===== src/stmrs_pkg.sv =====
// Package for the stepper ramp move sequencer.
// Holds the sequencer phase codes, the control register indexes and the register set type.
// No dependencies.
package stmrs_pkg;

   // Width used to compare counters against limits of different widths.
   localparam int CMP_BITS = 32;

   localparam int CSR_INDEX_BITS = 3;
   localparam int CSR_DATA_BITS  = 24;

   localparam logic [CSR_INDEX_BITS-1:0] REG_RUN_HALF_PERIOD   = 3'd0;
   localparam logic [CSR_INDEX_BITS-1:0] REG_RUN_STEPS         = 3'd1;
   localparam logic [CSR_INDEX_BITS-1:0] REG_RAMP_START_PERIOD = 3'd2;
   localparam logic [CSR_INDEX_BITS-1:0] REG_RAMP_DECREMENT    = 3'd3;
   localparam logic [CSR_INDEX_BITS-1:0] REG_PAUSE_TICKS       = 3'd4;

   localparam logic [15:0] RUN_HALF_PERIOD_RST   = 16'd100;
   localparam logic [23:0] RUN_STEPS_RST         = 24'd320000;
   localparam logic [15:0] RAMP_START_PERIOD_RST = 16'd2000;
   localparam logic [7:0]  RAMP_DECREMENT_RST    = 8'd5;
   localparam logic [23:0] PAUSE_TICKS_RST       = 24'd500000;

   typedef enum logic [6:0] {
      PH_STARTUP   = 7'b0000001,
      PH_IDLE      = 7'b0000010,
      PH_RAMP_OUT  = 7'b0000100,
      PH_RUN_OUT   = 7'b0001000,
      PH_PAUSE     = 7'b0010000,
      PH_RAMP_BACK = 7'b0100000,
      PH_RUN_BACK  = 7'b1000000
   } phase_type;

   typedef struct packed {
      logic [15:0] run_half_period;
      logic [23:0] run_steps;
      logic [15:0] ramp_start_half_period;
      logic [7:0]  ramp_decrement;
      logic [23:0] pause_ticks;
   } cfg_type;

endpackage


===== src/stmrs_csr.sv =====
// Control register set of the stepper ramp move sequencer.
// Decodes the plain write port into the five timing registers.
// Depends on stmrs_pkg.
module stmrs_csr (
   input  logic                                     clock,
   input  logic                                     reset,
   input  logic                                     csr_write_enable,
   input  logic [stmrs_pkg::CSR_INDEX_BITS-1:0]     csr_index,
   input  logic [stmrs_pkg::CSR_DATA_BITS-1:0]      csr_wdata,
   output stmrs_pkg::cfg_type                       cfg
);

   stmrs_pkg::cfg_type cfg_ff;
   stmrs_pkg::cfg_type cfg_in;

   always_comb begin
      cfg_in = cfg_ff;
      if (csr_write_enable) begin
         case (csr_index)
            stmrs_pkg::REG_RUN_HALF_PERIOD:   cfg_in.run_half_period = csr_wdata[15:0];
            stmrs_pkg::REG_RUN_STEPS:         cfg_in.run_steps = csr_wdata[23:0];
            stmrs_pkg::REG_RAMP_START_PERIOD: cfg_in.ramp_start_half_period = csr_wdata[15:0];
            stmrs_pkg::REG_RAMP_DECREMENT:    cfg_in.ramp_decrement = csr_wdata[7:0];
            stmrs_pkg::REG_PAUSE_TICKS:       cfg_in.pause_ticks = csr_wdata[23:0];
            default: ;  // drop writes to unused indexes
         endcase
      end
   end

   always_ff @(posedge clock) begin
      if (reset) begin
         cfg_ff.run_half_period        <= stmrs_pkg::RUN_HALF_PERIOD_RST;
         cfg_ff.run_steps              <= stmrs_pkg::RUN_STEPS_RST;
         cfg_ff.ramp_start_half_period <= stmrs_pkg::RAMP_START_PERIOD_RST;
         cfg_ff.ramp_decrement         <= stmrs_pkg::RAMP_DECREMENT_RST;
         cfg_ff.pause_ticks            <= stmrs_pkg::PAUSE_TICKS_RST;
      end else begin
         cfg_ff <= cfg_in;
      end
   end

   assign cfg = cfg_ff;

endmodule


===== src/stepper_ramp_move_sequencer_core.sv =====
// Stepper ramp move sequencer: one accepted tick in, one output-level result out.
// Latency: the result of a tick is shown the cycle after its transfer, from the output register.
// Throughput: one tick per cycle unless rsp_ready stalls, set by the single state-update stage.
// Reset (synchronous): start-up wait with default timing registers, levels low, output empty.
// Depends on stmrs_pkg and stmrs_csr.
module stepper_ramp_move_sequencer_core #(
   parameter int HALF_PERIOD_BITS = 16,
   parameter int COUNT_BITS       = 24
) (
   input  logic                                   clock,
   input  logic                                   reset,
   input  logic                                   req_valid,
   output logic                                   req_ready,
   input  logic                                   req_trigger_level,
   output logic                                   rsp_valid,
   input  logic                                   rsp_ready,
   output logic                                   rsp_step_clock,
   output logic                                   rsp_direction,
   output logic                                   rsp_driver_enable,
   input  logic                                   csr_write_enable,
   input  logic [stmrs_pkg::CSR_INDEX_BITS-1:0]   csr_index,
   input  logic [stmrs_pkg::CSR_DATA_BITS-1:0]    csr_wdata
);

   localparam int CW = stmrs_pkg::CMP_BITS;

   typedef struct packed {
      stmrs_pkg::phase_type        phase;
      logic [HALF_PERIOD_BITS-1:0] chp;
      logic [COUNT_BITS-1:0]       tc;
      logic [COUNT_BITS-1:0]       pc;
      logic                        clk;
      logic                        dir;
      logic                        en;
   } state_type;

   stmrs_pkg::cfg_type cfg;

   stmrs_csr u_csr (
      .clock            (clock),
      .reset            (reset),
      .csr_write_enable (csr_write_enable),
      .csr_index        (csr_index),
      .csr_wdata        (csr_wdata),
      .cfg              (cfg)
   );

   // Walk forward through phases that are skipped by their settings.
   function automatic state_type enter_phase(state_type s_in, stmrs_pkg::phase_type p_in,
                                             stmrs_pkg::cfg_type c);
      state_type            s;
      stmrs_pkg::phase_type p;
      logic                 done;
      s    = s_in;
      p    = p_in;
      done = 1'b0;
      for (int i = 0; i < 6; i++) begin
         if (!done) begin
            case (p)
               stmrs_pkg::PH_RAMP_OUT, stmrs_pkg::PH_RAMP_BACK: begin
                  s.chp = HALF_PERIOD_BITS'(c.ramp_start_half_period);
                  if (CW'(s.chp) > CW'(c.run_half_period)) begin
                     s.phase = p;
                     s.clk   = 1'b1;
                     s.tc    = '0;
                     done    = 1'b1;
                  end else if (p == stmrs_pkg::PH_RAMP_OUT) begin
                     p = stmrs_pkg::PH_RUN_OUT;
                  end else begin
                     p = stmrs_pkg::PH_RUN_BACK;
                  end
               end
               stmrs_pkg::PH_RUN_OUT, stmrs_pkg::PH_RUN_BACK: begin
                  if (c.run_steps != '0) begin
                     s.phase = p;
                     s.clk   = 1'b1;
                     s.tc    = '0;
                     s.pc    = '0;
                     done    = 1'b1;
                  end else if (p == stmrs_pkg::PH_RUN_OUT) begin
                     p = stmrs_pkg::PH_PAUSE;
                  end else begin
                     p = stmrs_pkg::PH_IDLE;
                  end
               end
               stmrs_pkg::PH_PAUSE: begin
                  s.dir = 1'b1;
                  s.clk = 1'b0;
                  if (c.pause_ticks != '0) begin
                     s.phase = p;
                     s.tc    = '0;
                     done    = 1'b1;
                  end else begin
                     p = stmrs_pkg::PH_RAMP_BACK;
                  end
               end
               default: begin
                  s.phase = stmrs_pkg::PH_IDLE;
                  s.en    = 1'b0;
                  s.clk   = 1'b0;
                  done    = 1'b1;
               end
            endcase
         end
      end
      return s;
   endfunction

   state_type state_ff, state_in;
   logic      rsp_valid_ff, rsp_valid_in;
   logic      rsp_step_clock_ff, rsp_direction_ff, rsp_driver_enable_ff;
   logic      out_clk, out_dir, out_en;
   logic      accept;
   logic [HALF_PERIOD_BITS-1:0] dec_ext;
   logic [CW-1:0]               run_dur;

   assign req_ready = !rsp_valid_ff || rsp_ready;
   assign accept    = req_valid && req_ready;
   assign dec_ext   = HALF_PERIOD_BITS'(cfg.ramp_decrement);
   assign run_dur   = (cfg.run_half_period != '0) ? CW'(cfg.run_half_period) : CW'(1);

   always_comb begin
      state_type s;
      s = state_ff;

      if (s.phase == stmrs_pkg::PH_STARTUP && CW'(s.tc) >= CW'(cfg.pause_ticks)) begin
         s.phase = stmrs_pkg::PH_IDLE;
         s.tc    = '0;
         s.clk   = 1'b0;
         s.en    = 1'b0;
      end
      if (s.phase == stmrs_pkg::PH_IDLE && req_trigger_level) begin
         s.en  = 1'b1;
         s.dir = 1'b0;
         s     = enter_phase(s, stmrs_pkg::PH_RAMP_OUT, cfg);
      end

      out_clk = s.clk;
      out_dir = s.dir;
      out_en  = s.en;

      case (s.phase)
         stmrs_pkg::PH_STARTUP: begin
            s.tc = s.tc + COUNT_BITS'(1);
         end
         stmrs_pkg::PH_RAMP_OUT, stmrs_pkg::PH_RAMP_BACK: begin
            s.tc = s.tc + COUNT_BITS'(1);
            if (CW'(s.tc) >= CW'(s.chp)) begin
               s.tc = '0;
               if (s.clk) begin
                  s.clk = 1'b0;
               end else begin
                  s.chp = (s.chp > dec_ext) ? s.chp - dec_ext : '0;
                  if (CW'(s.chp) > CW'(cfg.run_half_period)) begin
                     s.clk = 1'b1;
                  end else if (s.phase == stmrs_pkg::PH_RAMP_OUT) begin
                     s = enter_phase(s, stmrs_pkg::PH_RUN_OUT, cfg);
                  end else begin
                     s = enter_phase(s, stmrs_pkg::PH_RUN_BACK, cfg);
                  end
               end
            end
         end
         stmrs_pkg::PH_RUN_OUT, stmrs_pkg::PH_RUN_BACK: begin
            s.tc = s.tc + COUNT_BITS'(1);
            if (CW'(s.tc) >= run_dur) begin
               s.tc = '0;
               if (s.clk) begin
                  s.clk = 1'b0;
               end else begin
                  s.pc = s.pc + COUNT_BITS'(1);
                  if (CW'(s.pc) < CW'(cfg.run_steps)) begin
                     s.clk = 1'b1;
                  end else if (s.phase == stmrs_pkg::PH_RUN_OUT) begin
                     s = enter_phase(s, stmrs_pkg::PH_PAUSE, cfg);
                  end else begin
                     s = enter_phase(s, stmrs_pkg::PH_IDLE, cfg);
                  end
               end
            end
         end
         stmrs_pkg::PH_PAUSE: begin
            s.tc = s.tc + COUNT_BITS'(1);
            if (CW'(s.tc) >= CW'(cfg.pause_ticks)) begin
               s = enter_phase(s, stmrs_pkg::PH_RAMP_BACK, cfg);
            end
         end
         stmrs_pkg::PH_IDLE: ;
         default: begin
            s = enter_phase(s, stmrs_pkg::PH_IDLE, cfg);
         end
      endcase

      state_in = accept ? s : state_ff;
   end

   assign rsp_valid_in = accept ? 1'b1 : (rsp_ready ? 1'b0 : rsp_valid_ff);

   always_ff @(posedge clock) begin
      if (reset) begin
         state_ff.phase <= stmrs_pkg::PH_STARTUP;
         state_ff.chp   <= '0;
         state_ff.tc    <= '0;
         state_ff.pc    <= '0;
         state_ff.clk   <= 1'b0;
         state_ff.dir   <= 1'b0;
         state_ff.en    <= 1'b0;
         rsp_valid_ff   <= 1'b0;
      end else begin
         state_ff     <= state_in;
         rsp_valid_ff <= rsp_valid_in;
      end
   end

   // Result payload loads on each transfer; hold otherwise.
   always_ff @(posedge clock) begin
      if (accept) begin
         rsp_step_clock_ff    <= out_clk;
         rsp_direction_ff     <= out_dir;
         rsp_driver_enable_ff <= out_en;
      end
   end

   assign rsp_valid         = rsp_valid_ff;
   assign rsp_step_clock    = rsp_step_clock_ff;
   assign rsp_direction     = rsp_direction_ff;
   assign rsp_driver_enable = rsp_driver_enable_ff;

   // A move in progress always has the driver enabled.
   a_move_enabled: assert property (@(posedge clock) disable iff (reset)
      (state_ff.phase != stmrs_pkg::PH_STARTUP && state_ff.phase != stmrs_pkg::PH_IDLE)
      |-> state_ff.en)
      else $error("move phase with driver disabled");

   // The reversal pause holds the step clock low on the return direction.
   a_pause_levels: assert property (@(posedge clock) disable iff (reset)
      (state_ff.phase == stmrs_pkg::PH_PAUSE) |-> (!state_ff.clk && state_ff.dir))
      else $error("pause with wrong step or direction level");

   // A transfer in always leaves a result waiting on the next cycle.
   a_result_after_transfer: assert property (@(posedge clock) disable iff (reset)
      accept |=> rsp_valid_ff)
      else $error("accepted tick produced no result");

   // The sequencer state advances only on a transfer in.
   a_state_hold: assert property (@(posedge clock) disable iff (reset)
      !accept |=> $stable(state_ff))
      else $error("state changed without a transfer");

endmodule

===== config.mk =====
export PLATFORM = sky130hd
export DESIGN_NAME = stepper_ramp_move_sequencer_core
export DESIGN_NICKNAME = d
export VERILOG_FILES = /design/src/stmrs_pkg.sv /design/src/stmrs_csr.sv /design/src/stepper_ramp_move_sequencer_core.sv
export SDC_FILE = /design/constraint.sdc
export NUM_CORES = 1
export LEC_CHECK = 0
export ABC_CLOCK_PERIOD_IN_PS = 10750
export BUFFER_PORTS_ARGS = -buffer_cell sky130_fd_sc_hd__buf_2
export CORE_MARGIN = 8
export CORE_UTILIZATION = 50
export CTS_CLUSTER_DIAMETER = 40
export DETAILED_ROUTE_END_ITERATION = 10
export GPL_TIMING_DRIVEN = 1
export PLACE_DENSITY = 0.73
export REMOVE_ABC_BUFFERS = 1
export SLEW_MARGIN = 30
export SYNTH_ARGS = -nofsm -noshare
export SYNTH_HDL_FRONTEND = slang
export SYNTH_HIERARCHICAL = 1
export SYNTH_SLANG_ARGS = --single-unit
export TNS_END_PERCENT = 5

===== constraint.sdc =====
create_clock -name clock -period 10.75 [get_ports clock]
set_clock_uncertainty 0.1 [all_clocks]
set_input_delay 1.075 -clock clock [delete_from_list [all_inputs] [get_ports clock]]
set_output_delay 1.075 -clock clock [all_outputs]
set_load 0.1 [all_outputs]

# Word-level counts from Yosys, hierarchy flattened
# Index checks and enable logic that the tools add are counted.
totals:
  regBits: 166
classes:
  add_sub_neg: 3
  order_cmp: 8
  n_eq_ne: 188
  mux: 1204
  n_reduce_logical: 122
op_table:
  columns: ["op", "count"]
  rows:
  - ["2-to-1 mux 74 bit", 115]
  - ["2-to-1 mux 49 bit", 96]
  - ["2-to-1 mux 7 bit", 373]
  - ["2-to-1 mux 24 bit", 107]
  - ["case mux 24 bit (3 select lines)", 34]
  - ["case mux 7 bit (3 select lines)", 63]
  - ["2-to-1 mux 16 bit", 35]
  - ["2-to-1 mux 72 bit", 6]
  - ["2-to-1 mux 71 bit", 4]
  - ["2-to-1 mux 1 bit", 268]
  - ["equality test 7 x 3 -> 1 bit, second input constant", 36]
  - ["equality test 7 x 4 -> 1 bit, second input constant", 36]
  - ["equality test 7 x 5 -> 1 bit, second input constant", 36]
  - ["equality test 7 x 6 -> 1 bit, second input constant", 36]
  - ["equality test 7 bit, second input constant", 36]
  - ["OR reduction 5 bit", 33]
  - ["OR reduction 2 bit", 73]
  - ["2-to-1 mux 5 bit", 29]
  - ["case mux 24 bit (5 select lines)", 1]
  - ["case mux 27 bit (4 select lines)", 1]
  - ["case mux 23 bit (4 select lines)", 1]
  - ["case mux 1 bit (3 select lines)", 28]
  - ["case mux 1 bit (2 select lines)", 35]
  - ["2-to-1 mux 25 bit", 2]
  - ["24 further kinds", 41]

# Longest topological paths before layout
# Gate-level depths: netlist (run 1).
depth:
  ltp_word: 96
  depth_mapped: 36
  mapped_depth_nobuf: 32

# Cells and area by module
# The synthesis (run 1) kept the hierarchy.
by_module_without_submodules:
  columns: ["module", "instances", "cells_each", "area_per_inst_um2", "seq_area_each_um2"]
  rows:
  - ["stepper_ramp_move_sequencer_core", 1, 1355, 10059.6, 1591.5]
  - ["stmrs_csr", 1, 337, 3573.4, 1761.7]

# Least setup slack after synthesis (run 1)
# OpenSTA, ideal clock, no wires.
synth_path:
  path_type: "register to register"
  startpoint: "reg u_csr.cfg_ff, in the netlist u_csr/cfg[22]"
  endpoint: "reg state_ff[63] in the netlist's numbering"
  setup_ns: 0.122
  arrival_ns: 7.485
  required_time_ns: 10.528
  setup_slack_ns: 3.043
  path_stages_with_launch: 36
  path_buffers: 4
  synth_period_minus_slack_ns: 7.707
  path_cell_list: "dfxtp_1 -> inv_1 -> ha_1 -> nand4_1 -> nor4_2 -> nand3_1 -> o211ai_1 -> o21ai_1 -> clkbuf_1 -> clkbuf_1 -> nand2_1 -> a21boi_0 -> ha_1 -> inv_1 -> fa_1 -> a21o_1 -> a21oi_1 -> o21bai_1 -> a21oi_1 -> o21ai_1 -> o31a_1 -> nor2_2 -> clkbuf_1 -> nor2_1 -> ha_1 -> nand4_1 -> nor2_1 -> inv_1 -> o41ai_1 -> and2_1 -> and3_1 -> clkbuf_1 -> nor4_1 -> a211oi_1 -> o311ai_0 -> a221o_1"
synth_between:
  elab_chain_cells: 65
  elab_cells_between_ends: 860
  cone_classes: "3 x add/sub; 7 x order compare; 135 x eq/ne; 657 x mux; 58 x reduce/logical"
synth_rtl:
  columns: ["element", "line_no", "text"]
  rows:
  - ["start, declared", "stmrs_csr.sv:13", "stmrs_pkg::cfg_type cfg_ff;"]
  - ["start signal, assigned", "stmrs_csr.sv:38", "cfg_ff <= cfg_in;"]
  - ["nonzero test 24 bit", "stepper_ramp_move_sequencer_core.sv:89", "if (c.pause_ticks != '0) begin"]
  - ["2-to-1 mux 7 bit", "stepper_ramp_move_sequencer_core.sv:89", null]
  - ["case mux 7 bit (3 select lines)", "stepper_ramp_move_sequencer_core.sv:59", "case (p)"]
  - ["2-to-1 mux 7 bit", "stepper_ramp_move_sequencer_core.sv:58", "if (!done) begin"]
  - ["2-to-1 mux 7 bit", "stepper_ramp_move_sequencer_core.sv:132", "if (s.phase == stmrs_pkg::PH_IDLE && req_trigger_level) begin"]
  - ["equality test 7 x 4 -> 1 bit or equality test 7 x 3 -> 1 bit (tied branches)", "stepper_ramp_move_sequencer_core.sv:59, stepper_ramp_move_sequencer_core.sv:80, stepper_ramp_move_sequencer_core.sv:67", null]
  - ["2-to-1 mux 5 bit or 2-to-1 mux 7 bit (tied branches)", "stepper_ramp_move_sequencer_core.sv:80, stepper_ramp_move_sequencer_core.sv:67", null]
  - ["2-to-1 mux 7 bit (on tied branches)", "stepper_ramp_move_sequencer_core.sv:74, stepper_ramp_move_sequencer_core.sv:62", null]
  - ["[... 49 more ...]", null, null]
  - ["2-to-1 mux 74 bit", "stepper_ramp_move_sequencer_core.sv:142", "case (s.phase)"]
  - ["2-to-1 mux 16 bit", "stepper_ramp_move_sequencer_core.sv:59", null]
  - ["2-to-1 mux 74 bit", "stepper_ramp_move_sequencer_core.sv:58", null]
  - ["2-to-1 mux 74 bit", "stepper_ramp_move_sequencer_core.sv:156", "end else if (s.phase == stmrs_pkg::PH_RAMP_OUT) begin"]
  - ["2-to-1 mux 71 bit", "stepper_ramp_move_sequencer_core.sv:154", "if (CW'(s.chp) > CW'(cfg.run_half_period)) begin"]
  - ["2-to-1 mux 71 bit", "stepper_ramp_move_sequencer_core.sv:150", "if (s.clk) begin"]
  - ["2-to-1 mux 74 bit", "stepper_ramp_move_sequencer_core.sv:148", "if (CW'(s.tc) >= CW'(s.chp)) begin"]
  - ["case mux 23 bit (4 select lines) *", "stepper_ramp_move_sequencer_core.sv:142", null]
  - ["end signal, assigned", "stepper_ramp_move_sequencer_core.sv:210", "state_ff <= state_in;"]
  - ["end, declared", "stepper_ramp_move_sequencer_core.sv:109", "state_type state_ff, state_in;"]
# Every way passes the cells marked *; elsewhere a longest branch is shown, timed or not. The select of a mux whose other input is x is not followed.
# A chain may end at the register's enable or synchronous reset.

# Worst setup path after layout (run 1)
layout_path:
  startpoint: "reg u_csr.cfg_ff, in the netlist u_csr/cfg[21]"
  endpoint: "reg state_ff[52] in the netlist's numbering"
# Same word-level chain as after synthesis.

==> results.sh, run 1 <==
export IMPL_postSynthAreaPerCell_um2=8.057
export IMPL_synth_fa_ha_area_share_pct=13.45
export IMPL_grt_max_degree=91
export IMPL_status="finished clean"
export IMPL_cts_max_level=4
export IMPL_fin_crit_sh_pct=83.17
export IMPL_die_area_um2=32810
export IMPL_cp_num_buf_inv=4
export IMPL_p_per_area_nw_per_um2=108.2
export IMPL_yosys_area_top_type_share_pct=23.94
export IMPL_clkSinkCount=166
export IMPL_layout_drive_gt1_share_pct=8.456
export IMPL_synth_edff_count=3
export IMPL_numCtsBuffers=17
export IMPL_synthFlopType="dfxtp_1"
export IMPL_grt_pass1_wl_um=69120
export IMPL_vdd_drop_max_mv=0.08258
export IMPL_dpl_hpwl_um=33970
export IMPL_endpoint_kind="flip-flop"
export IMPL_cp_data_required_time_ns=11.01
export IMPL_cts_tree="done"
export IMPL_mostFrequentLayoutCell="nor2_1"
export IMPL_synth_simple_gate_area_share_pct=23.27
export IMPL_pwr_share_clk_pct=40.2
export IMPL_max_freq_mhz=111.9
export IMPL_synth_compound_area_share_pct=21.33
export IMPL_routabilityCongestion=0.9926
export IMPL_p_int_mw=1.073
export IMPL_cap_violations=0
export IMPL_synthDistinctLibCells=107
export IMPL_rsz0062_at_grt="false"
export IMPL_ys_seq_elements=166
export IMPL_rows=60
export IMPL_cp_depth=33
export IMPL_via_count=13050
export IMPL_cp_top_family="compound AO/OA/AOI/OAI gates"
export IMPL_seq_area_frac_synth_pct=24.60
export IMPL_die_y_um=181.1
export IMPL_wl_um=44510
export IMPL_diodes=0
export IMPL_ys_async_sr_fraction_pct=0
export IMPL_synthXorXnorAreaFrac_pct=3.276
export IMPL_slew_violations=0
export IMPL_synth_mux_area_share_pct=7.874
export IMPL_p_seq_share_pct=40.4
export IMPL_tightest_slew_ns=0.9186
export IMPL_final_cell_mix="184 x nor2_1, 163 x dfxtp_1, 145 x ha_1"
export IMPL_drtIter0Drc=1322
export IMPL_synth_cells=1692
export IMPL_post_cts_buffers=0
export IMPL_crit_fanout=22
export IMPL_hold_viol=0
export IMPL_cts_root_buf="clkbuf_16"
export IMPL_clock_path_buffers=2
export IMPL_synth_area_leader_cell="dfxtp_1"
export IMPL_setup_viol=0
export IMPL_clk_pin_slew_worst_paths_ns=0.08
export IMPL_r2r_cells=33
export IMPL_syn_area_um2=13630
export IMPL_power_mw=1.585
export IMPL_cpPeakStageDelay_ns=0.69
export IMPL_first_pass_iters=6
export IMPL_fin_crit_ns=8.941
export IMPL_n_fill_cell=2460
export IMPL_grt_pass1_vias=12330
export IMPL_holdBufCountCts=0
export IMPL_core_um2=26880
export IMPL_area_delta_synth_final_pct=7.452
export IMPL_antenna_found_initial=0
export IMPL_initial_core_util_pct=50.73
export IMPL_cp_start_kind="flip-flop"
export IMPL_worst_hold_path_num_cells=1
export IMPL_wl_per_cell_um=21.77
export IMPL_nets=1869
export IMPL_p_switching_uw=511.7
export IMPL_yosysWarnings=6
export IMPL_hold_path_class="reg2reg"
export IMPL_antenna_left=0
export IMPL_comb_power_share_pct=19.5
export IMPL_worst_setup_path_type="reg2reg"
export IMPL_clkLatencyLatePin_ns=0.45
export IMPL_leakage_nw=6.334
export IMPL_cts_resized=0
export IMPL_die_w_um=181.1
export IMPL_cpMaxStageDelayCell="nor3b_2"
export IMPL_synth_top_family_by_area="simple AND/OR/NAND/NOR gates"
export IMPL_track_usage_pct=26.37
export IMPL_grt_overflow=0
export IMPL_ys_top_cells_by_area="dfxtp_1 24%, ha_1 13%, mux2i_1 7.7%, nor2_1 5.1%, nand2b_1 4.5%"
export IMPL_viasPerCell=6.384
export IMPL_fin_tns_setup_ns=0
export IMPL_drc=0
export IMPL_p_sw_share_pct=32.29
export IMPL_arrival_ns=9.20
export IMPL_portBuffers=37
export IMPL_slew_headroom_pct=38.53
export IMPL_top_level_ports=38
[cells in the mapped netlist (7+ instances only)]
cell type	number
nor2_1	184
dfxtp_1	163
ha_1	145
inv_1	138
mux2i_1	105
nand2_1	102
nand2b_1	99
a21oi_1	86
o21ai_0	59
clkbuf_1	49
nand3_1	39
nor3_1	37
a21o_1	34
nand4_1	33
xnor2_1	31
nor4_1	26
a32oi_1	23
and3_1	20
xor2_1	20
buf_2	18
a211oi_1	15
o21a_1	15
o211ai_1	12
or3_1	12
nor2b_1	11
o32ai_1	10
a221o_1	8
a22oi_1	8
a31oi_1	8
o221ai_1	8
o31ai_1	8
or2_2	8
a21boi_0	7
a32o_1	7
and2_1	7
[layout make-up]
| class | instances | area [µm²] | share of cell area, % |
|---|---|---|---|
| flip-flops and latches | 166 | 3353 | 22.89 |
| inverters | 141 | 529.3 | 3.613 |
| multi-input cells | 1313 | 9462 | 64.59 |
| clock inverters | 12 | 118.9 | 0.8114 |
| repair buffers | 51 | 292.8 | 1.999 |
| well taps | 341 | 426.7 | 2.913 |
| clock buffers | 20 | 466.7 | 3.186 |
[path summary, 6_finish.rpt]
check | from | slack (ns) | to
worst max-delay path | u_csr/cfg[21] | 1.81 | state_ff[52]
worst min-delay path | state_ff[0] | 0.38 | state_ff[0]
worst max register to register | u_csr/cfg[21] | 1.81 | state_ff[52]
worst min register to register | state_ff[0] | 0.38 | state_ff[0]
[state kept, by name, indices dropped and copies added (netlist names)]
register and count:
u_csr/cfg 88, state_ff 74, rsp_direction 1, rsp_driver_enable 1
rsp_step_clock 1, rsp_valid 1
[cell families after synthesis]
logic type	after synthesis
and+or+nand+nor	615
xor gates and xnor gates	51
muxes	107
buffers and inverters	213
adders and majority gates	146
DFF	166
AOI/OAI and AO/OA	394
[per-layer routing]
| metal | vias to the layer above | global-route usage [%] | part of all wire, % |
|---|---|---|---|
| met3 | 103 | 4.634 | 8.9 |
| met2 | 664 | 40.56 | 43 |
| met1 | 6149 | 36.12 | 45 |
| met4 | 0 | 10.23 | 3.4 |
| li1 | 6132 | - | - |
| met5 | - | 0 | 0 |
[through the flow]
step / hold WS (ns) / worst slack [ns] / instances / area [µm²] / util (%)
after floorplan: 0.3425 / 2.899 / 1620 / 13320 / -
after global placement: 0.3567 / 1.951 / 2012 / 14050 / 52.27
after detailed placement: 0.3586 / 1.958 / 2012 / 14050 / 52.30
after CTS: 0.3763 / 1.945 / 2044 / 14640 / 54.47
after global routing: 0.3849 / 1.266 / 2044 / 14650 / 54.51
final: 0.3791 / 1.809 / 2044 / 14650 / 54.51
[power groups by stage]
stage	sequential, mW	combinational, mW	clock [mW]
after floorplan	0.656	0.192	0
after global placement	0.653	0.299	0
after detailed placement	0.654	0.300	0
after CTS	0.639	0.302	0.642
after global routing	0.641	0.332	0.663
final	0.640	0.308	0.637
No activity file was read; power rests on OpenSTA's default activity.
==> inputs of run 2 (changes only) <==
ABC_CLOCK_PERIOD_IN_PS = 7400   (was 10750)
PLACE_DENSITY = 0.76   (was 0.73)
clock period = 7.4 ns   (was 10.75 ns; I/O delays follow)
==> results.sh, run 2 (synthesized netlist as in run 1, its figures left out) <==
export IMPL_slew_headroom_pct=30.00
export IMPL_final_area_um2=15180
export IMPL_clkSinkCount=166
export IMPL_first_pass_iters=6
export IMPL_power_mw=2.404
export IMPL_cp_start_kind="flip-flop"
export IMPL_final_cell_mix="184 x nor2_1, 163 x dfxtp_1, 144 x ha_1"
export IMPL_mostFrequentLayoutCell="nor2_1"
export IMPL_grt_use_met3_pct=5.115
export IMPL_grt_max_degree=147
export IMPL_slew_violations=0
export IMPL_top_level_ports=38
export IMPL_grt_pass1_vias=13010
export IMPL_antenna_left=0
export IMPL_antenna_found_initial=0
export IMPL_portBuffers=37
export IMPL_worst_setup_path_type="reg2reg"
export IMPL_fin_ws_ns=0.2433
export IMPL_setup_viol=0
export IMPL_die_y_um=181.1
export IMPL_wl_per_cell_um=21.81
export IMPL_placed_area_um2=14380
export IMPL_cp_data_required_time_ns=7.62
export IMPL_numCtsBuffers=17
export IMPL_busiest_layer="met2"
export IMPL_clk_pin_slew_worst_paths_ns=0.08
export IMPL_final_cell_count_no_fill=2087
export IMPL_endpoint_kind="flip-flop"
export IMPL_routabilityCongestion=1.003
export IMPL_layout_drive_gt1_share_pct=11.63
export IMPL_track_usage_pct=26.85
export IMPL_nets=1913
export IMPL_max_freq_mhz=139.7
export IMPL_cpPeakStageDelay_ns=0.37
export IMPL_tightest_slew_ns=1.046
export IMPL_use_met2_pct=42.36
export IMPL_arrival_ns=7.38
export IMPL_area_delta_synth_final_pct=11.36
export IMPL_wl_um=45510
export IMPL_die_w_um=181.1
export IMPL_die_area_um2=32810
export IMPL_drc=0
export IMPL_status="finished clean"
export IMPL_clkLatencyLatePin_ns=0.45
export IMPL_core_um2=26880
export IMPL_dpl_cell_count=2053
export IMPL_viasPerCell=6.460
export IMPL_cpMostUsedCell="buf_4"
export IMPL_hold_path_class="reg2reg"
export IMPL_hold_viol=0
export IMPL_dpl_hpwl_um=34400
export IMPL_drtIter0Drc=1449
export IMPL_cap_violations=0
export IMPL_clock_path_buffers=2
export IMPL_n_fill_cell=2390
export IMPL_crit_fanout=9
export IMPL_fin_crit_ns=7.157
export IMPL_fin_tns_setup_ns=0
export IMPL_cts_root_buf="clkbuf_16"
export IMPL_multi_input_area_um2=9599
export IMPL_p_per_area_nw_per_um2=158.3
export IMPL_dp_slack_ns=-0.09509
export IMPL_vdd_drop_max_mv=0.1651
export IMPL_regArea_um2=3353
export IMPL_grt_overflow=0
export IMPL_fin_crit_sh_pct=96.71
export IMPL_via_count=13480
export IMPL_leakage_nw=6.596
export IMPL_grt_pass1_wl_um=71100
export IMPL_diodes=0
export IMPL_largest_reg_flops=88
export IMPL_rows=60
export IMPL_use_met1_pct=35.15
export IMPL_initial_core_util_pct=50.73
export IMPL_cts_tree="done"
export IMPL_cpMaxStageDelayCell="nor4_4"
export IMPL_cts_max_level=4
export IMPL_holdBufCountCts=0
run 2: cell count changes in the layout (fill, tap and decap cells not counted), moves of 3 or more:
cell / previous run / this run
o21ai_1: 2 / 5
nor3_1: 37 / 34
o21ai_0: 59 / 56
bufinv_16: 1 / 4
buf_4: 15 / 56
nor3_2: 0 / 3
run 2: path summary, 6_finish.rpt:
check                 from       endpoint  slack [ns]  cells past startpoint
max          u_csr/cfg[18]   state_ff[66]        0.24                     34
min          u_csr/cfg[30]  u_csr/cfg[30]        0.38                      2
max reg2reg  u_csr/cfg[18]   state_ff[66]        0.24                     34
min reg2reg  u_csr/cfg[30]  u_csr/cfg[30]        0.38                      2
run 2: layout make-up:
type	instances	area share (%)
clock buffers	20	3.008
clock inverters	11	1.146
inverters	141	3.486
multi-input cells	1313	63.23
flip-flops and latches	166	22.09
well taps	341	2.810
repair buffers	95	4.236
run 2: power breakdown:
group,internal (mW),leakage (nW),switching (mW),total [mW]
clock,0.583,0.299,0.401,0.984
sequential,0.911,1.35,0.0167,0.928
combinational,0.178,4.95,0.314,0.492
total,1.67,6.60,0.732,2.40
run 2: stage by stage:
| step | util (%) | hold WS (ns) |
|---|---|---|
| floorplan | - | 0.3425 |
| global placement | 53.45 | 0.3548 |
| detailed placement | 53.51 | 0.3629 |
| CTS | 55.91 | 0.3783 |
| global route | 56.49 | 0.3973 |
| finish | 56.49 | 0.3825 |
run 2: timing repair:
action                     4_1_cts  5_1_grt
setup endpoints to repair       17       49
pin swaps                        0        7
buffers inserted                 0        3
gates resized for setup          2       29
run 2: worst max-delay path, delay by kind of cell, from the launching register on:
kind | cells | cell delay [ns]
compound gates | 14 | 2.71
simple gates | 8 | 1.47
buf+inv | 7 | 0.99
fa+ha+maj | 3 | 0.93
flops | 1 | 0.36
mux | 1 | 0.25
xor+xnor | 1 | 0.22
run 2: metal layers:
layer / share of wire (%) / vias up
met5: 0 / -
met3: 9.3 / 129
met4: 4.1 / 0
met2: 45 / 728
met1: 42 / 6400
li1: - / 6226
==> inputs of run 3 (changes only) <==
ABC_AREA = 1   (was not set)
ABC_CLOCK_PERIOD_IN_PS = 6100   (was 7400)
clock period = 6.1 ns   (was 7.4 ns; I/O delays follow)
==> results.sh, run 3 <==
export IMPL_use_met2_pct=49.50
export IMPL_clock_path_buffers=2
export IMPL_final_area_um2=19860
export IMPL_cpMaxStageDelayCell="dfxtp_2"
export IMPL_tightest_slew_ns=0.9336
export IMPL_rows=66
export IMPL_yosys_area_top_type_share_pct=19.89
export IMPL_final_cell_mix="781 x nand2_1, 315 x inv_1, 295 x nor2_1"
export IMPL_r2r_cells=49
export IMPL_fin_crit_sh_pct=102.4
export IMPL_clkLatencyLatePin_ns=0.47
export IMPL_p_int_mw=3.629
export IMPL_mostFrequentLayoutCell="nand2_1"
export IMPL_largest_reg_flops=88
export IMPL_wl_per_cell_um=17.89
export IMPL_min_to="u_csr/cfg[74]"
export IMPL_fin_ws_ns=-0.1436
export IMPL_p_sw_share_pct=49.37
export IMPL_placed_area_um2=18460
export IMPL_routabilityCongestion=0.9982
export IMPL_reg2reg_slack_ns=-0.14
export IMPL_drtIter0Drc=2171
export IMPL_ys_async_sr_fraction_pct=0
export IMPL_via_count=19400
export IMPL_fin_crit_ns=6.244
export IMPL_cp_data_required_time_ns=6.32
export IMPL_slew_violations=0
export IMPL_ys_seq_elements=166
export IMPL_p_seq_share_pct=17.0
export IMPL_cpMostUsedCell="nand2_1"
export IMPL_area_delta_synth_final_pct=21.01
export IMPL_grt_use_met3_pct=4.259
export IMPL_grt_pass1_vias=18380
export IMPL_ys_top_cells_by_area="dfxtp_1 20%, nand2_1 18%, ha_1 11%, inv_1 7.7%, nor2_1 7.1%"
export IMPL_regArea_um2=3369
export IMPL_yosysWarnings=6
export IMPL_arrival_ns=6.46
export IMPL_use_met1_pct=37.61
export IMPL_holdBufCountCts=0
export IMPL_grt_overflow=0
export IMPL_worst_setup_path_type="reg2reg"
export IMPL_hold_path_class="in2reg"
export IMPL_numCtsBuffers=17
export IMPL_busiest_layer="met2"
export IMPL_top_level_ports=38
export IMPL_clk_pin_slew_worst_paths_ns=0.08
export IMPL_crit_fanout=5
export IMPL_die_w_um=197.2
export IMPL_synth_commonest_cells="800 x nand2_1, 337 x inv_1, 310 x nor2_1"
export IMPL_grt_pass1_wl_um=94220
export IMPL_regToRegStartpoint="u_csr/cfg[21]"
export IMPL_setup_viol=27
export IMPL_violations="negative setup slack"
export IMPL_drc=0
export IMPL_cts_root_buf="clkbuf_16"
export IMPL_endpoint_kind="flip-flop"
export IMPL_synth_most_common_cell="nand2_1"
export IMPL_clkSinkCount=166
export IMPL_r2r_end="state_ff[60]"
export IMPL_die_y_um=197.2
export IMPL_portBuffers=37
export IMPL_n_fill_cell=3142
export IMPL_p_switching_mw=3.539
export IMPL_seq_area_frac_synth_pct=20.44
export IMPL_antenna_left=0
export IMPL_viasPerCell=5.691
export IMPL_holdWs_ns=0.2804
export IMPL_cts_tree="done"
export IMPL_pwr_share_clk_pct=15.7
export IMPL_cap_violations=0
export IMPL_syn_area_um2=16410
export IMPL_layout_drive_gt1_share_pct=18.85
export IMPL_postSynthAreaPerCell_um2=5.973
export IMPL_nets=3132
export IMPL_initial_core_util_pct=50.56
export IMPL_hold_start="csr_wdata[2]"
export IMPL_p_per_area_nw_per_um2=361.0
export IMPL_leakage_nw=9.744
export IMPL_synth_cells=2747
export IMPL_synthFlopType="dfxtp_1"
export IMPL_slew_headroom_pct=37.53
export IMPL_diodes=0
export IMPL_track_usage_pct=30.16
export IMPL_antenna_found_initial=0
export IMPL_cts_max_level=4
export IMPL_status="finished with violations"
export IMPL_vdd_drop_max_mv=0.3422
export IMPL_hold_viol=0
export IMPL_cpPeakStageDelay_ns=0.34
export IMPL_first_pass_iters=6
export IMPL_core_um2=32450
export IMPL_multi_input_area_um2=11600
export IMPL_cp_start_kind="flip-flop"
export IMPL_synth_edff_count=3
export IMPL_dpl_hpwl_um=43940
export IMPL_synthDistinctLibCells=68
export IMPL_grt_max_degree=62
export IMPL_max_freq_mhz=160.2
export IMPL_synth_area_leader_cell="dfxtp_1"
export IMPL_comb_power_share_pct=67.3
export IMPL_rsz0062_at_grt="true"
export IMPL_die_area_um2=38870
export IMPL_worst_hold_path_num_cells=3
export IMPL_wl_um=60960
run 3: cell count changes in the layout (fill, tap and decap cells not counted), sizes merged, moves of 133 or more:
cell	change
nand2	+712
o21ai	+133
nor2	+147
inv	+225
nand3	+205
buf	+204
run 3: through the flow:
step	cells	worst slack (ns)	TNS (ns)	total power, mW	utilization [%]
CTS	3390	-0.05453	-0.2886	6.744	58.89
floorplan	2630	-1.077	-33.88	3.879	-
global placement	3355	-0.2016	-2.400	5.436	56.88
global route	3408	-0.4378	-18.67	7.695	61.18
finish	3408	-0.1436	-1.609	7.168	61.18
detailed placement	3355	-0.3758	-9.355	5.542	56.89
run 3: worst max path at each step:
stage	start	to	slack [ns]	depth (start not counted)
after floorplan	u_csr/cfg[23]	state_ff[54]	-1.08	45
after global placement	u_csr/cfg[23]	state_ff[55]	-0.20	48
after detailed placement	u_csr/cfg[22]	state_ff[55]	-0.38	48
after CTS	u_csr/cfg[23]	state_ff[54]	-0.05	47
after global routing	u_csr/cfg[21]	state_ff[66]	-0.44	49
final	u_csr/cfg[21]	state_ff[60]	-0.14	49
run 3: layout make-up:
class	instances	area share, %
multi-input cells	2103	58.44
flip-flops and latches	166	16.97
repair buffers	303	11.98
inverters	362	6.913
well taps	442	2.785
clock buffers	18	2.269
clock inverters	14	0.6428
run 3: timing repair:
action	CTS	global route
setup endpoints to repair	48	73
pin swaps	1	42
setup buffers	2	14
gates resized for setup	16	136
gates cloned	1	5
run 3: routing by layer:
metal	share of wire, %	routed length (µm)	vias up
li1	-	-	9305
met1	41	24900	8947
met2	45	27690	953
met3	8.8	5344	191
met4	5.0	3027	0
met5	0	0	-
run 3: kinds of logic after synthesis:
| logic type | count (synthesis) | synth area share [%] |
|---|---|---|
| AND/OR/NAND/NOR | 1469 | 38.70 |
| buffers and inverters | 479 | 12.26 |
| AO/OA/AOI/OAI | 452 | 15.56 |
| flip-flops | 166 | 20.44 |
| adder cells (fa/ha/maj) | 146 | 11.18 |
| XOR/XNOR | 35 | 1.868 |
run 3: power by group through the flow:
| stage | combinational (mW) | clock, mW | sequential [mW] |
|---|---|---|---|
| 6_report | 4.82 | 1.13 | 1.22 |
| 5_1_grt | 5.28 | 1.18 | 1.23 |
| 4_1_cts | 4.40 | 1.13 | 1.22 |
| 3_5_place_dp | 4.30 | 0 | 1.24 |
| 3_3_place_gp | 4.20 | 0 | 1.24 |
| 2_1_floorplan | 2.63 | 0 | 1.25 |
run 3: worst max-delay path: cells and delay by family, from the launching register on:
family          cells  cell delay [ns]
buf+inv             6             0.65
fa+ha+maj           3             0.80
compound gates     12             1.46
flops               1             0.34
simple gates       28             2.71
